===== config.mk =====
export PLATFORM = sky130hd
export DESIGN_NAME = palette_rle_pixel_decoder
export DESIGN_NICKNAME = d
export VERILOG_FILES = /design/src/rtl/prld_pkg.sv /design/src/rtl/palette_rle_pixel_decoder.sv /design/src/rtl/prld_ctrl.sv /design/src/rtl/prld_dp.sv
export SDC_FILE = /design/constraint.sdc
export NUM_CORES = 1
export LEC_CHECK = 0
export BUFFER_PORTS_ARGS = -buffer_cell sky130_fd_sc_hd__buf_2
export CAP_MARGIN = 20
export CORE_UTILIZATION = 60
export CTS_BUF_LIST = sky130_fd_sc_hd__clkbuf_8
export CTS_CLUSTER_SIZE = 14
export DETAILED_ROUTE_END_ITERATION = 12
export PLACE_DENSITY_LB_ADDON = 0.15
export SLEW_MARGIN = 20
export SYNTH_ARGS = -nofsm -noshare
export SYNTH_HDL_FRONTEND = slang
export SYNTH_HIERARCHICAL = 1
export SYNTH_SLANG_ARGS = --single-unit

===== constraint.sdc =====
create_clock -name clk -period 6.17 [get_ports clk]
set_input_delay 0 -clock clk [delete_from_list [all_inputs] [get_ports clk]]
set_output_delay 0 -clock clk [all_outputs]
set_load 0.02 [all_outputs]

===== src/rtl/prld_pkg.sv =====
`default_nettype none
// ----------------------------------------------------------------------------
// prld_pkg - shared definitions for the paletted run-length pixel decoder
// Mode codes, register indexes, field widths and the command and status
// bundles that pass between the controller and the datapath.
// ----------------------------------------------------------------------------
package prld_pkg;

	localparam int unsigned ColorW = 16;
	localparam int unsigned DimW   = 8;
	localparam int unsigned CountW = 16;
	localparam int unsigned PalIdxW = 4;
	localparam int unsigned PalDepth = 16;
	localparam int unsigned RunW   = 5;   // run length 1..16

	// Input item modes.
	localparam logic [1:0] MODE_PALETTE = 2'd0;
	localparam logic [1:0] MODE_START   = 2'd1;
	localparam logic [1:0] MODE_RUN     = 2'd2;
	localparam logic [1:0] MODE_UNUSED  = 2'd3;

	// Configuration register indexes.
	localparam logic REG_IMAGE_WIDTH  = 1'b0;
	localparam logic REG_IMAGE_HEIGHT = 1'b1;

	// Commands from the controller to the datapath.
	typedef struct packed {
		logic pal_wr;      // write the palette entry of the accepted item
		logic clear_sent;  // start of a new image
		logic load_run;    // capture colour, run length and pixel total
		logic next_pix;    // load the next pixel into the output register
	} cmd_t;

	// Status from the datapath to the controller.
	typedef struct packed {
		logic room;        // pixel counter is still below the image total
		logic last;        // pixel on show is the last of its run
	} sts_t;

endpackage
`default_nettype wire


===== src/rtl/palette_rle_pixel_decoder.sv =====
`default_nettype none
// ----------------------------------------------------------------------------
// palette_rle_pixel_decoder - run-length decoder for 4-bit paletted images
// Expands run bytes into 16-bit pixel colours looked up in a 16-entry
// palette, clamped to image_width * image_height pixels per image.
// ----------------------------------------------------------------------------
//
//  Channel  | Direction | Handshake          | Payload
//  ---------+-----------+--------------------+----------------------------------
//  input    | in        | in_valid/in_stall  | mode, palette_index,
//           |           |                    | palette_color, run_byte
//  output   | out       | out_valid/out_stall| pixel_color, run_last, image_done
//  config   | in        | cfg_write          | cfg_index, cfg_data
//
// A run byte goes through setup (capture, then the clamp check) followed
// by one emitted pixel per cycle while the output is not stalled, through
// the single output register that the run walks through.
// Reset clears the controller, the pixel counter and both size registers;
// the palette holds nothing defined until it is written.
// A stalled output holds the current pixel and pauses the run; no further
// input transaction is taken until the run has been fully delivered.
// ----------------------------------------------------------------------------
module palette_rle_pixel_decoder (
	input  wire logic                              clk,
	input  wire logic                              arst_n,
	// Configuration write port.
	input  wire logic                              cfg_write,
	input  wire logic                              cfg_index,
	input  wire logic [prld_pkg::DimW-1:0]         cfg_data,
	// Input channel.
	input  wire logic                              in_valid,
	output logic                                   in_stall,
	input  wire logic [1:0]                        mode,
	input  wire logic [prld_pkg::PalIdxW-1:0]      palette_index,
	input  wire logic [prld_pkg::ColorW-1:0]       palette_color,
	input  wire logic [7:0]                        run_byte,
	// Output channel.
	output logic                                   out_valid,
	input  wire logic                              out_stall,
	output logic [prld_pkg::ColorW-1:0]            pixel_color,
	output logic                                   run_last,
	output logic                                   image_done
);
	import prld_pkg::*;

	cmd_t cmd;
	sts_t sts;

	// The controller owns the handshakes; it accepts a transaction only when
	// idle and raises out_valid for as long as a pixel sits in the output
	// register.
	prld_ctrl u_ctrl (
		.clk      (clk),
		.arst_n   (arst_n),
		.in_valid (in_valid),
		.in_stall (in_stall),
		.mode     (mode),
		.out_valid(out_valid),
		.out_stall(out_stall),
		.sts      (sts),
		.cmd      (cmd)
	);

	// The datapath holds every stored value and forms each pixel, including
	// the end-of-run and end-of-image flags, as it is loaded for output.
	prld_dp u_dp (
		.clk          (clk),
		.arst_n       (arst_n),
		.cfg_write    (cfg_write),
		.cfg_index    (cfg_index),
		.cfg_data     (cfg_data),
		.palette_index(palette_index),
		.palette_color(palette_color),
		.run_byte     (run_byte),
		.cmd          (cmd),
		.sts          (sts),
		.pixel_color  (pixel_color),
		.run_last     (run_last),
		.image_done   (image_done)
	);

endmodule
`default_nettype wire


===== src/rtl/prld_ctrl.sv =====
`default_nettype none
// ----------------------------------------------------------------------------
// prld_ctrl - sequencing controller
// Accepts one input transaction at a time, issues datapath commands and
// walks through the pixels of a run, one per output transaction.
// ----------------------------------------------------------------------------
module prld_ctrl (
	input  wire logic           clk,
	input  wire logic           arst_n,
	input  wire logic           in_valid,
	output logic                in_stall,
	input  wire logic [1:0]     mode,
	output logic                out_valid,
	input  wire logic           out_stall,
	input  wire prld_pkg::sts_t sts,
	output prld_pkg::cmd_t      cmd
);
	import prld_pkg::*;

	localparam logic [1:0] ST_IDLE  = 2'd0;
	localparam logic [1:0] ST_SETUP = 2'd1;
	localparam logic [1:0] ST_EMIT  = 2'd2;

	logic [1:0] state_q;
	logic [1:0] state_d;
	logic       in_fire;
	logic       out_fire;

	assign in_stall  = (state_q != ST_IDLE);
	assign out_valid = (state_q == ST_EMIT);
	assign in_fire   = in_valid && !in_stall;
	assign out_fire  = out_valid && !out_stall;

	always_comb begin
		state_d = state_q;
		cmd     = '0;
		unique case (state_q)
			ST_IDLE: begin
				if (in_fire) begin
					unique case (mode)
						MODE_PALETTE: cmd.pal_wr = 1'b1;
						MODE_START:   cmd.clear_sent = 1'b1;
						MODE_RUN: begin
							cmd.load_run = 1'b1;
							state_d      = ST_SETUP;
						end
						MODE_UNUSED: ;
						default: ;
					endcase
				end
			end
			ST_SETUP: begin
				// A run that starts at or past the image total emits nothing.
				if (sts.room) begin
					cmd.next_pix = 1'b1;
					state_d      = ST_EMIT;
				end else begin
					state_d = ST_IDLE;
				end
			end
			ST_EMIT: begin
				if (out_fire) begin
					if (sts.last) begin
						state_d = ST_IDLE;
					end else begin
						cmd.next_pix = 1'b1;
					end
				end
			end
			default: state_d = ST_IDLE;
		endcase
	end

	always_ff @(posedge clk or negedge arst_n) begin
		if (!arst_n) begin
			state_q <= ST_IDLE;
		end else begin
			state_q <= state_d;
		end
	end

endmodule
`default_nettype wire


===== src/rtl/prld_dp.sv =====
`default_nettype none
// ----------------------------------------------------------------------------
// prld_dp - decoder datapath
// Holds the image size registers, the palette, the pixel counter, the
// current run and the output register.
// ----------------------------------------------------------------------------
module prld_dp (
	input  wire logic                             clk,
	input  wire logic                             arst_n,
	input  wire logic                             cfg_write,
	input  wire logic                             cfg_index,
	input  wire logic [prld_pkg::DimW-1:0]        cfg_data,
	input  wire logic [prld_pkg::PalIdxW-1:0]     palette_index,
	input  wire logic [prld_pkg::ColorW-1:0]      palette_color,
	input  wire logic [7:0]                       run_byte,
	input  wire prld_pkg::cmd_t                   cmd,
	output prld_pkg::sts_t                        sts,
	output logic [prld_pkg::ColorW-1:0]           pixel_color,
	output logic                                  run_last,
	output logic                                  image_done
);
	import prld_pkg::*;

	logic [DimW-1:0]   width_q;
	logic [DimW-1:0]   height_q;
	logic [ColorW-1:0] palette_q [PalDepth];
	logic [CountW-1:0] sent_q;
	logic [CountW-1:0] total_q;
	logic [RunW-1:0]   rem_q;
	logic [ColorW-1:0] color_q;
	logic [CountW-1:0] sent_inc;
	logic              hit_total;

	assign sent_inc  = sent_q + CountW'(1);
	assign hit_total = (sent_inc == total_q);

	assign sts.room = (sent_q < total_q);
	assign sts.last = run_last;

	always_ff @(posedge clk or negedge arst_n) begin
		if (!arst_n) begin
			width_q  <= '0;
			height_q <= '0;
		end else if (cfg_write) begin
			unique case (cfg_index)
				REG_IMAGE_WIDTH:  width_q  <= cfg_data;
				REG_IMAGE_HEIGHT: height_q <= cfg_data;
				default: ;
			endcase
		end
	end

	always_ff @(posedge clk) begin
		if (cmd.pal_wr) begin
			palette_q[palette_index] <= palette_color;
		end
	end

	always_ff @(posedge clk or negedge arst_n) begin
		if (!arst_n) begin
			sent_q <= '0;
		end else if (cmd.clear_sent) begin
			sent_q <= '0;
		end else if (cmd.next_pix) begin
			sent_q <= sent_inc;
		end
	end

	// Run capture and output register: payload only, no reset needed.
	always_ff @(posedge clk) begin
		if (cmd.load_run) begin
			color_q <= palette_q[run_byte[7:4]];
			rem_q   <= RunW'(run_byte[3:0]) + RunW'(1);
			total_q <= CountW'(width_q) * CountW'(height_q);
		end else if (cmd.next_pix) begin
			rem_q <= rem_q - RunW'(1);
		end
		if (cmd.next_pix) begin
			pixel_color <= color_q;
			run_last    <= (rem_q == RunW'(1)) || hit_total;
			image_done  <= hit_total;
		end
	end

endmodule
`default_nettype wire


# ---- Yosys cells after proc, flatten, opt, wreduce, memory -nomap -nowiden
# Memory sizes are Yosys's and may differ from the RTL's. A register that Yosys moved wholly into a read port is not among the register bits.
# Index checks and enable logic that the tools add are counted.
dict set report word_totals {
  mem_bits_ro 0
  ff_bits 73
  output_inout_bits 20
  memories 1
  ramBits 256
  latch_bits 0
}
# memory depth width rd rd_ports_with_merged_regs wr line_no
set mem_list {}
lappend mem_list {u_dp.palette_q 16 16 1 1 1 prld_dp.sv:26} ;# logic [ColorW-1:0] palette_q [PalDepth];
dict set report classes {
  muxes 21
  addsub 3
  div_mod_pow 0
  multipliers 1
  n_lt_le_gt_ge 1
  shifts 0
  eq_ne 10
  n_reduce_logical 13
  bitwise_logic 1
}
# operator count
set op_table {}
lappend op_table {{16-bit two-way mux} 2}
lappend op_table {{16-bit by 1-bit adder with 16-bit output (second input constant)} 1}
lappend op_table {{16-bit equality test} 1}
lappend op_table {{16-bit less-than comparator} 1}
lappend op_table {{8-bit by 8-bit multiplier with 16-bit output} 1}
lappend op_table {{2-bit two-way mux} 5}
lappend op_table {{5-bit two-way mux} 2}
lappend op_table {{1-bit two-way mux} 8}
lappend op_table {{3-bit two-way mux} 2}
lappend op_table {{2-bit one-hot mux with 3 select lines} 1}
lappend op_table {{2-bit nonzero test} 3}
lappend op_table {{4-bit by 1-bit adder with 5-bit output (second input constant)} 1}
lappend op_table {{5-bit by 1-bit equality test with 1-bit output (second input constant)} 1}
lappend op_table {{5-bit by 1-bit subtractor with 5-bit output (second input constant)} 1}
lappend op_table {{2-bit by 1-bit equality test with 1-bit output (second input constant)} 2}
lappend op_table {{2-bit equality test (second input constant)} 2}
lappend op_table {{2-bit zero test} 2}
lappend op_table {{2-bit by 1-bit != test with 1-bit output (second input constant)} 2}
lappend op_table {{2-bit != test (second input constant)} 2}
lappend op_table {{2-bit AND reduction} 2}
lappend op_table {{4-bit AND reduction} 1}
lappend op_table {{1-bit logical AND} 2}
lappend op_table {{1-bit zero test} 2}
lappend op_table {{1-bit one-hot mux with 2 select lines} 1}
lappend op_table {{2 further kinds} 2}

# ---- Logic depth before layout (Yosys ltp)
dict set report depth {
  word_depth 7
  mapped_depth 15
}

# ---- Cells and area by module
# The synthesis kept the hierarchy.
# mod seq_area_each_um2 instances area_per_inst_um2 cells_per_inst
set by_module_without_submodules {}
lappend by_module_without_submodules {prld_dp 10139.7 1 15901.5 954}
lappend by_module_without_submodules {prld_ctrl 50.0 1 195.2 22}

# ---- Worst setup path before layout
# Ideal clock, no wire load.
dict set report synth_path {
  kind {register -> register}
  start {register u_dp.sent_q[1]}
  end {register u_dp.sent_q[6]}
  t_arrival_ps 4172
  required_ps 6092
  n_path_buf 0
  slack_ps 1920
  setup_ps 78
  path_stages_with_launch 13
  path_cell_list {dfrtp_1 > ha_1 > nor2b_1 > o21a_1 > o21a_1 > o211ai_1 > a21oi_1 > nor4_1 > nand2_1 > a21boi_0 > nand2_1 > or3_2 > a21oi_1}
}
# item line_no
set synth_rtl {}
lappend synth_rtl {{start, declared} prld_dp.sv:27} ;# logic [CountW-1:0] sent_q;
lappend synth_rtl {{start signal, assigned} prld_dp.sv:65} ;# sent_q <= sent_inc;

# ---- Final worst setup path
dict set report layout_path {
  start {register u_dp.height_q[2]}
  end {register u_dp.total_q[15] (data pin)}
}
dict set report layout_via {
  elab_chain_cells 1
}
# item line_no
set layout_rtl {}
lappend layout_rtl {{start, declared} prld_dp.sv:25} ;# logic [DimW-1:0] height_q;
lappend layout_rtl {{start signal, assigned} prld_dp.sv:47} ;# REG_IMAGE_HEIGHT: height_q <= cfg_data;
lappend layout_rtl {{8-bit by 8-bit multiplier with 16-bit output} prld_dp.sv:74} ;# total_q <= CountW'(width_q) * CountW'(height_q);
lappend layout_rtl {{end signal, assigned} prld_dp.sv:74}
lappend layout_rtl {{end, declared} prld_dp.sv:28} ;# logic [CountW-1:0] total_q;
# Every way passes these cells.
# A chain may end at the register's enable or synchronous reset.

==> qor.yml <==
status:
  status: "finished with violations"
  violations: "DRC"
clock_network:
  root_buffer: "clkbuf_8"
  cts_tree: "done"
  cts_buffer_depth: 3
  cts_buffers: 54
  cts-resized-gates: 0
  clkSlewWorstSetupHoldPaths_ps: 60
  worstSkewPairLatency_ps: 610
  cts_htree_levels: 2
  cts.sinks: 345
routing:
  drt_iter0_markers: 605
  post_drt_wl_per_cell_um: 20.8
  wl_mm: 31.1
  ant_nets: 0
  drtPass1Iterations: 8
  drc_errors: 5
  route.vias.total: 8785
  vias_per_cell: 5.86
final_layout:
  nFillCells: 1708
  seqCellArea_um2: 10200
  fin_cells: 1500
  n_antenna_cell: 0
  multi_input_area_um2: 5510
  fin_nets: 1258
  drive_gt1_frac: 0.229
  syn2layout_area_growth_pct: 13.7
yosys:
  synth_cell_type_count: 63
  synthesis.nets: 1115
  synthCells: 976
  synthArstFlopShare: 0.0986
  avgSynthCellArea_um2: 16.5
  yosysWarnings: 6
  synth_edf_count: 311
  ys_ff_latch: 345
  seq_area_frac_synth: 0.633
  syn_area_um2: 16100
  yosys_most_used_dff: "edfxtp_1"
worst_setup_path:
  cpMostUsedCell: "fa_1"
  cp.required_ps: 6510
  crit_arrival_ps: 4890
  endpoint_kind: "flip-flop"
  max_stage_delay_ps: 580
  cp_top_family: "adder cells"
  crit_buf_inv: 3
  cpMaxStageDelayCell: "o41ai_1"
  crit_fanout: 9
  critPathKind: "flip-flop to flip-flop"
  cp-start-kind: "flip-flop"
  cp_cell_sequence: "nand2_1 -> fa_1 -> fa_1 -> inv_1 -> fa_1 -> inv_1 -> fa_1 -> inv_1 -> ha_1 -> o21ai_0 -> a21oi_1 -> o41ai_1 -> o21ai_0 -> xnor2_1"
global_route:
  grt_max_degree: 65
  grt_overflow: 0
  antenna_found_initial: 0
  grt_pass1_wl_mm: 49.6
  grt_pass1_vias: 9218
  track_usage: 0.237
sta:
  finalMaxSlewViolations: 0
  fin_tns_setup_ps: 0
  tightest_slew_ps: 1140
  fin_crit_sh: 0.737
  rsz0062_at_grt: "no"
  period_needed_ps: 4550
  hold_ws_ps: 55.6
  fmax_mhz: 220
  max-slew-margin-rel: 0.238
  setup_viol: 0
  finClkSkew_ps: 39.3
  hold_viol_final: 0
pwr:
  p_leak_nw: 6.76
  netSwitchingFraction: 0.305
  p_sw_mw: 1.94
  pwr-share-seq: 0.445
  ir_drop_uv: 273
  pwr-share-comb: 0.277
  p_clk_frac: 0.278
  p_int_mw: 4.42
  powerDensity_nw_per_um2: 348
min_path:
  hold_path.class: "input pin to async pin"
placement:
  place.gp.congestion: 0.847
  place.port_buffers: 63
  place_inst: 1352
  hpwlAfterDp_mm: 19.5
floorplanning:
  die_area_um2: 27500
  initial_core_util: 0.614
  die_w_um: 166
  coreArea_um2: 26200
  io_pins: 64
  rows: 59
  dieHeight_um: 166
run:
  maxCapViolations: 0
final cells by class:
type	instances	area share
sequential	345	0.557
multi-input combinational	514	0.301
timing repair buffer	121	0.0475
clock buffer	55	0.0414
tap	335	0.0229
inverter	83	0.0170
clock inverter	47	0.0137
what timing repair did:
action / 4_1_cts / 5_1_grt
endpoints found under the hold margin: 348 / 0
hold buffers: 45 / 0
buffers inserted: 0 / 0
through the flow:
stage | setup slack, ps | util | cell area (um^2) | power, mW
after floorplan | 1920 | - | 16100 | 4.22
after global placement | 1720 | 0.642 | 16800 | 4.60
after CTS | 1640 | 0.698 | 18300 | 6.44
after global routing | 1410 | 0.699 | 18300 | 6.78
after detailed placement | 1670 | 0.642 | 16800 | 4.63
final | 1620 | 0.699 | 18300 | 6.36
synth_stat cells (3+ instances only):
cell type | n | area, um^2
mux2_2 | 16 | 180
dfrtp_1 | 34 | 851
mux4_2 | 80 | 1800
edfxtp_1 | 311 | 9340
nor3_1 | 12 | 60.1
and3_1 | 4 | 25.0
nand2_1 | 32 | 120
ha_1 | 59 | 738
buf_2 | 8 | 40.0
fa_1 | 36 | 721
buf_1 | 3 | 11.3
a211oi_1 | 3 | 22.5
o211ai_1 | 3 | 22.5
nand4_1 | 14 | 87.6
o21ai_0 | 15 | 75.1
a21oi_1 | 22 | 110
nand3b_1 | 4 | 30.0
or3_1 | 3 | 18.8
mux2i_1 | 4 | 40.0
clkbuf_1 | 16 | 60.1
xnor2_1 | 25 | 219
nand2b_1 | 3 | 18.8
and2_1 | 56 | 350
o41ai_1 | 3 | 26.3
xor2_1 | 16 | 140
inv_1 | 83 | 312
nor2b_1 | 5 | 31.3
nand4b_1 | 3 | 26.3
buf_4 | 4 | 30.0
nor4_1 | 3 | 18.8
nand3_1 | 14 | 70.1
nor2_1 | 44 | 165
path summary, 6_finish.rpt:
check | start | endpoint | slack (ps) | cells after the start
setup / recovery | u_dp/height_q[2] | u_dp/total_q[15] | 1620 | 14
hold / removal | arst_n | u_dp/sent_q[3] | 60 | 2
setup reg to reg | u_dp/height_q[2] | u_dp/total_q[15] | 1620 | 14
hold reg to reg | u_dp/color_q[15] | u_dp/pixel_color[15] | 410 | 0
max in group asynchronous | arst_n | u_dp/height_q[6] | 5600 | 2
min in group clk | cfg_write | u_dp/height_q[3] | 70 | 3
sequential cells by signal, indices dropped and copies added (netlist names):
signal / count
u_dp/sent_q: 16
u_dp/height_q: 8
u_dp/total_q: 16
u_dp/color_q: 16
u_dp/image_done: 1
u_dp/palette_q: 256
u_dp/rem_q: 5
u_ctrl/state_q: 2
u_dp/width_q: 8
u_dp/pixel_color: 16
u_dp/run_last: 1
metal layers:
metal | GRT usage | vias to the layer above | share of wire
met5 | 0 | - | 0
met4 | 0.0890 | 0 | 0.021
met3 | 0.0357 | 51 | 0.047
met2 | 0.424 | 206 | 0.54
met1 | 0.294 | 4536 | 0.40
li1 | - | 3992 | -
cells in the final DEF, fill, tap and decap left out, drive strengths merged, types with 3 or more instances in the layout:
cell type,instances
a211oi,3
a21oi,22
and2,57
and3,4
buf,76
clkbuf,55
clkinv,21
dfrtp,34
dlygate4sd3,45
edfxtp,311
fa,36
ha,59
inv,108
mux2,16
mux2i,4
mux4,80
nand2,32
nand2b,3
nand3,14
nand3b,4
nand4,15
nand4b,3
nor2,44
nor2b,5
nor3,12
nor3b,3
nor4,3
o211ai,3
o21ai,15
o41ai,3
or3,5
xnor2,25
xor2,16
logic make-up after synthesis:
logic type               count (synthesis)  share of synthesized area
XOR/XNOR                                41                     0.0223
flip-flops                             345                      0.633
adder cells (fa/ha/maj)                 95                     0.0906
AO/OA/AOI/OAI                           67                     0.0267
buffers and inverters                  117                     0.0305
AND/OR/NAND/NOR                        211                     0.0713
multiplexers                           100                      0.126
power groups by stage:
| stage | clock network [mW] | logic, mW | registers (mW) |
|---|---|---|---|
| detailed placement | 0 | 1.75 | 2.88 |
| finish | 1.77 | 1.76 | 2.83 |
| global route | 1.92 | 2.02 | 2.85 |
| floorplan | 0 | 1.36 | 2.86 |
| CTS | 1.81 | 1.79 | 2.83 |
| global placement | 0 | 1.72 | 2.88 |
Note: power is estimated with default switching activity, not from simulation.
